[config.mk]
export PLATFORM = sky130hd
export DESIGN_NAME = cht_ctrl
export DESIGN_NICKNAME = d
export VERILOG_FILES = /design/src/rtl/cht_pkg.sv /design/src/rtl/cht_ctrl.sv
export SDC_FILE = /design/constraint.sdc
export NUM_CORES = 1
export LEC_CHECK = 0
export BUFFER_PORTS_ARGS = -buffer_cell sky130_fd_sc_hd__buf_2
export CAP_MARGIN = 20
export CORE_AREA = 2 2 39 41
export DETAILED_ROUTE_END_ITERATION = 8
export DIE_AREA = 0 0 41 43
export PLACE_DENSITY_LB_ADDON = 0.08
export SLEW_MARGIN = 20
export SYNTH_ARGS = -nofsm -noshare
export SYNTH_HDL_FRONTEND = slang
export SYNTH_SLANG_ARGS = --single-unit
[constraint.sdc]
create_clock -name clk -period 1.95 [get_ports clk]
set_input_delay 0.39 -clock clk [delete_from_list [all_inputs] [get_ports clk]]
set_output_delay 0.39 -clock clk [all_outputs]
set_load 0.005 [all_outputs]
[src/rtl/cht_pkg.sv]
// Shared types, constants and hash functions for the two-way cuckoo hash store.
// Used by cht_ctrl, cht_dpath and cuckoo_hash_table_core; no dependencies.
package cht_pkg;

    localparam int TABLE_DEPTH = 1024;
    localparam int IDX_W = $clog2(TABLE_DEPTH);
    localparam int CNT_W = $clog2(2 * TABLE_DEPTH + 1);
    localparam int KEY_W = 32;
    localparam int KICK_W = 8;
    localparam int ENTRY_W = 12;
    localparam int OP_W = 2;
    localparam int STATUS_W = 3;
    localparam int OUT_DATA_W = 48;
    localparam int SLOT_TWO_SHIFT = 16;

    localparam logic [KEY_W-1:0] EMPTY_SLOT = '1;
    localparam logic [KICK_W-1:0] KICKS_RESET = 8'd100;
    localparam logic [IDX_W-1:0] LAST_IDX = IDX_W'(TABLE_DEPTH - 1);

    localparam logic [OP_W-1:0] OP_INSERT = 2'd0;
    localparam logic [OP_W-1:0] OP_SEARCH = 2'd1;
    localparam logic [OP_W-1:0] OP_DELETE = 2'd2;

    typedef enum logic [STATUS_W-1:0] {
        ST_DONE     = 3'd0,
        ST_PRESENT  = 3'd1,
        ST_MISSING  = 3'd2,
        ST_FAILED   = 3'd3,
        ST_REJECTED = 3'd4
    } status_t;

    typedef enum logic [2:0] {
        S_CLEAR,
        S_IDLE,
        S_LOOK,
        S_KICK1,
        S_KICK2,
        S_DONE
    } state_t;

    typedef struct packed {
        logic    clr_wr;
        logic    latch;
        logic    k1;
        logic    k2;
        logic    del1;
        logic    del2;
        logic    count_up;
        logic    count_dn;
        logic    set_status;
        status_t status;
        logic    load_out;
    } ctl_cmd_t;

    typedef struct packed {
        logic [OP_W-1:0] op;
        logic            reject;
        logic            match1;
        logic            match2;
        logic            rd1_empty;
        logic            rd2_empty;
        logic            kicks_zero;
        logic            last_round;
        logic            clr_last;
        logic            out_free;
    } dp_stat_t;

    function automatic logic [IDX_W-1:0] slot_one(input logic [KEY_W-1:0] k);
        return k[IDX_W-1:0];
    endfunction

    function automatic logic [IDX_W-1:0] slot_two(input logic [KEY_W-1:0] k);
        logic [KEY_W-1:0] sh;
        sh = k >> SLOT_TWO_SHIFT;
        return sh[IDX_W-1:0];
    endfunction

endpackage

[src/rtl/cht_ctrl.sv]
// Controller state machine for the cuckoo hash store: clearing pass, lookup,
// eviction rounds and result hand-off. Depends on cht_pkg.
module cht_ctrl (
    input  logic              clk,
    input  logic              rst_n,
    input  logic              s_axis_tvalid,
    output logic              s_axis_tready,
    input  cht_pkg::dp_stat_t stat,
    output cht_pkg::ctl_cmd_t cmd
);

    cht_pkg::state_t state_reg;
    cht_pkg::state_t state_next;

    always_ff @(posedge clk or negedge rst_n)
    begin
        if (!rst_n)
        begin
            state_reg <= cht_pkg::S_CLEAR;
        end
        else
        begin
            state_reg <= state_next;
        end
    end

    always_comb
    begin
        state_next = state_reg;
        cmd = '0;
        cmd.status = cht_pkg::ST_DONE;
        s_axis_tready = 1'b0;
        case (state_reg)
            cht_pkg::S_CLEAR:
            begin
                cmd.clr_wr = 1'b1;
                if (stat.clr_last)
                begin
                    state_next = cht_pkg::S_IDLE;
                end
            end
            cht_pkg::S_IDLE:
            begin
                s_axis_tready = 1'b1;
                if (s_axis_tvalid)
                begin
                    cmd.latch = 1'b1;
                    state_next = cht_pkg::S_LOOK;
                end
            end
            cht_pkg::S_LOOK:
            begin
                state_next = cht_pkg::S_DONE;
                cmd.set_status = 1'b1;
                if (stat.reject)
                begin
                    cmd.status = cht_pkg::ST_REJECTED;
                end
                else
                begin
                    case (stat.op)
                        cht_pkg::OP_INSERT:
                        begin
                            if (stat.match1 || stat.match2)
                            begin
                                cmd.status = cht_pkg::ST_PRESENT;
                            end
                            else if (stat.kicks_zero)
                            begin
                                cmd.status = cht_pkg::ST_FAILED;
                            end
                            else
                            begin
                                cmd.k1 = 1'b1;
                                if (stat.rd1_empty)
                                begin
                                    cmd.count_up = 1'b1;
                                end
                                else
                                begin
                                    cmd.set_status = 1'b0;
                                    state_next = cht_pkg::S_KICK2;
                                end
                            end
                        end
                        cht_pkg::OP_SEARCH:
                        begin
                            if (!(stat.match1 || stat.match2))
                            begin
                                cmd.status = cht_pkg::ST_MISSING;
                            end
                        end
                        cht_pkg::OP_DELETE:
                        begin
                            if (stat.match1)
                            begin
                                cmd.del1 = 1'b1;
                                cmd.count_dn = 1'b1;
                            end
                            else if (stat.match2)
                            begin
                                cmd.del2 = 1'b1;
                                cmd.count_dn = 1'b1;
                            end
                            else
                            begin
                                cmd.status = cht_pkg::ST_MISSING;
                            end
                        end
                        default:
                        begin
                            cmd.status = cht_pkg::ST_REJECTED;
                        end
                    endcase
                end
            end
            cht_pkg::S_KICK1:
            begin
                cmd.k1 = 1'b1;
                if (stat.rd1_empty)
                begin
                    cmd.count_up = 1'b1;
                    cmd.set_status = 1'b1;
                    state_next = cht_pkg::S_DONE;
                end
                else
                begin
                    state_next = cht_pkg::S_KICK2;
                end
            end
            cht_pkg::S_KICK2:
            begin
                cmd.k2 = 1'b1;
                if (stat.rd2_empty)
                begin
                    cmd.count_up = 1'b1;
                    cmd.set_status = 1'b1;
                    state_next = cht_pkg::S_DONE;
                end
                else if (stat.last_round)
                begin
                    cmd.set_status = 1'b1;
                    cmd.status = cht_pkg::ST_FAILED;
                    state_next = cht_pkg::S_DONE;
                end
                else
                begin
                    state_next = cht_pkg::S_KICK1;
                end
            end
            cht_pkg::S_DONE:
            begin
                if (stat.out_free)
                begin
                    cmd.load_out = 1'b1;
                    state_next = cht_pkg::S_IDLE;
                end
            end
            default:
            begin
                state_next = cht_pkg::S_IDLE;
            end
        endcase
    end

endmodule

# Yosys cells after proc, flatten, opt, wreduce, memory -nomap -nowiden

Index checks and enable logic that the tools add are counted.
Widths: inputs -> output; s select.

Bits in registers: 3
Bits of input ports: 14

Mux-type cells: 53
Eq/ne operators: 10
Reductions and logical operators: 4

Operators with widths:

| kind               | number |
|---|---|
| $mux 1             | 31 |
| $mux 3             | 7 |
| $pmux 3 s6         | 1 |
| $mux 2             | 7 |
| $pmux 3 s3         | 1 |
| $eq 3x2->1 const B | 2 |
| $eq 3x3->1 const B | 2 |
| $ne 2x2->1 const B | 3 |
| $pmux 1 s3         | 2 |
| $pmux 3 s2         | 1 |
| $mux 5             | 1 |
| $mux 4             | 1 |
| $eq 3x1->1 const B | 1 |
| $logic_not 3->1    | 1 |
| $reduce_and 3->1   | 1 |
| $eq 2x1->1 const B | 1 |
| $eq 2x2->1 const B | 1 |
| $logic_not 2->1    | 1 |
| $pmux 1 s2         | 1 |
| $logic_or 1x1->1   | 1 |

# Logic depth before layout (Yosys ltp)

Depth after elaboration: 6
Mapped depth: 4
Depth with buffers taken out: 3

# Worst setup path after synthesis

OpenSTA, ideal clock, no wires.

Path kind: flip-flop to output port
Start: register state_reg[2]
End: output cmd[7] in the netlist's numbering
Stages on the path, launching flop included: 5
Data required time: 1.560 ns
Arrival: 1.045 ns
Path slack: 0.515 ns
Cell sequence: dfrtp_1 buf_4 nor3b_4 nand3_2 nor3b_2

RTL lines:

| item                     | line           | source |
|---|---|---|
| start: declaration       | cht_ctrl.sv:12 | `cht_pkg::state_t state_reg;` |
| start signal: assignment | cht_ctrl.sv:19 | `state_reg <= cht_pkg::S_CLEAR;` |
| start signal: assignment | cht_ctrl.sv:23 | `state_reg <= state_next;` |
| end: declaration         | cht_ctrl.sv:9  | `output cht_pkg::ctl_cmd_t cmd` |

==> run summary <==
Via count of the routed design: 451
Routed WL per cell: 9.92 um
Site row count: 14
Crit Path Category: flip-flop to output port
I/O pin cnt: 28
Post-synthesis sequential area ratio: 19.4%
CP endpoint kind: output port
Post-route ant nets: 0
CTS tree: built
Largest register FFs: 3
Worst-Skew Late Latency: 230 ps
Synth unique cells: 25
CP Depth: 4
Die Wd: 41 um
Synthesized instance count: 53
WP data arrival: 1450 ps
Crit-path cells: nor3b_4 -> nand3_2 -> nor3b_2 -> buf_2
Worst rel slew slack: 72.4%
Total Routed Length: 972 um
Root Buffer: clkbuf_4
GRT Overall Usage: 11.4%
Area after DPL: 519 um2
Worst Path Buf+Inv: 1
Clk buf depth: 2
Fin area: 564 um2
Worst min path class: primary input to flip-flop
FF+latch count, synth: 3
Initial antenna violation count: 0
CP Max Fanout: 11
Final hold vios: 0
Worst VDD drop: 0.538 mV
Gpl congestion: 0.678
Max stage delay cell, worst path: dfrtp_1
Multi-input logic area: 292 um2
CTS Buf Count: 3
Hold Crit Depth: 3
Die area: 0.00176 mm2
Final period util: 94.2%
Number of port buffers: 27
Achievable Freq: 544 MHz
Pwr/cell area: 965 mW/mm2
Worst slew pin tran: 415 ps
Max-cap viol count: 0
Final global-route overflow total: 0
Worst-path clk slew: 40 ps
Reg2Reg Depth: 2
Largest delay share family, worst path: simple AND/OR/NAND/NOR gates
YS warnings: 0
TNS Setup: 0 ps
Diodes inserted: 0
Layout cell share with drive strength beyond 1: 43.9%
Core Region: 0.00138 mm2
Leak: 0.272 nW
Area Growth Syn to Fin: 45.5%
Mapped Area: 388 um2
DR vias/cell: 4.60
Tmin final: 1840 ps
Synthesized area per cell: 7.32 um2
Die Y: 43 um
Max-slew violations: 0
First-pass GRT wire length: 1410 um
1st-iter DRT viols: 3
Run status: complete, no violations
Worst Skew: 0.811 ps
Critical Path RT: 1560 ps
# nets final: 97
CP Launch Type: flip-flop
Vias in the first global route: 376
Register area: 77.6 um2
First drt pass iteration count: 2
Starting Density: 28.0%
Residual DRC count: 0
CTS H-tree lvls: 1
Largest net degree at the start of global routing: 13
Clock sink count: 3
Slowest stage delay, CP: 510 ps
Post-synth net total: 67
Final setup violating endpoints: 0
RSZ-0062 raised after global routing: no
Fillers: 170
==> tightest hold or removal path: stages <==
cell and delay [ps]:
buf_2 110, nand3b_1 70, a21oi_1 60
==> metrics by stage <==
stage | power, mW | hold slack [ps] | util [%] | instances | worst slack [ps]
5_1_grt | 0.599 | 475 | 40.8 | 98 | 3.97
2_1_floorplan | 0.346 | 94.4 | - | 53 | 515
3_3_place_gp | 0.425 | 188 | 37.5 | 93 | 237
4_1_cts | 0.544 | 447 | 40.1 | 98 | 70.9
3_5_place_dp | 0.426 | 188 | 37.5 | 93 | 237
6_report | 0.544 | 447 | 40.8 | 98 | 113
==> report_power, final <==
part           leakage, nW  internal [mW]  switching (mW)  total [mW]
clock               0.0150         0.0767          0.0326       0.109
combinational        0.223          0.155           0.103       0.258
sequential          0.0337         0.0917          0.0853       0.177
total                0.272          0.323           0.221       0.544
==> synth_stat cells (all sizes together) <==
cell type | instances | area share (%)
a21oi | 3 | 3.9
a31o | 1 | 2.3
and2 | 2 | 3.2
and2b | 1 | 1.9
buf | 3 | 6.1
dfrtp | 3 | 19
inv | 1 | 0.97
nand2 | 6 | 5.8
nand2b | 1 | 1.6
nand3 | 2 | 3.9
nand3b | 4 | 7.7
nor2 | 6 | 5.8
nor2b | 2 | 3.2
nor3 | 4 | 5.2
nor3b | 5 | 15
o211ai | 1 | 1.9
o21ai | 5 | 6.5
o31ai | 1 | 1.9
or2b | 1 | 1.9
or3 | 1 | 1.6
==> cells in the final DEF, fill, tap and decap left out, types with 2 or more instances in the layout <==
cell	instances
a21oi_1	3
nand2_1	6
nor3_1	4
clkbuf_4	3
nor3b_1	2
nor2_1	6
nand3b_1	4
buf_2	27
dfrtp_2	2
and2_1	2
nor3b_4	2
o21ai_0	5
nor2b_1	2
==> routing by layer <==
layer / routed length (um) / GRT usage (%)
met1: 420 / 14.9
met2: 482 / 17.2
met3: 48 / 0
met4: 21 / 8.00
met5: 0 / 0
==> final timing paths <==
| path | from | endpoint | slack (ps) |
|---|---|---|---|
| max in group asynchronous | rst_n | state_reg[1] | 1350 |
| min in group asynchronous | rst_n | state_reg[2] | 480 |
| hold reg to reg | state_reg[1] | state_reg[1] | 570 |
| setup / recovery | state_reg[0] | cmd[7] | 110 |
| hold / removal | s_axis_tvalid | state_reg[1] | 450 |
| setup reg to reg | state_reg[0] | state_reg[0] | 690 |
==> cell type report <==
class | count | share of cell area (%)
multi-input cells | 46 | 51.7
repair buffers | 28 | 25.7
inverters | 1 | 0.665
clock buffers | 4 | 4.66
flip-flops and latches | 3 | 13.7
well taps | 16 | 3.55
==> cell families (layout without fill, tap and decap cells) <==
family	Yosys count	count (layout)	synth area share, %
buffers and inverters	4	33	7.10
DFF	3	3	19.4
and+or+nand+nor	35	35	57.1
AOI/OAI and AO/OA	11	11	16.5
==> what timing repair did <==
item	in CTS	in global routing
buffers inserted	0	0
hold endpoints to repair	3	0
hold buffers	1	0
resized for setup	0	3
setup endpoints to repair	0	4
(Power assumes the default switching activity.)
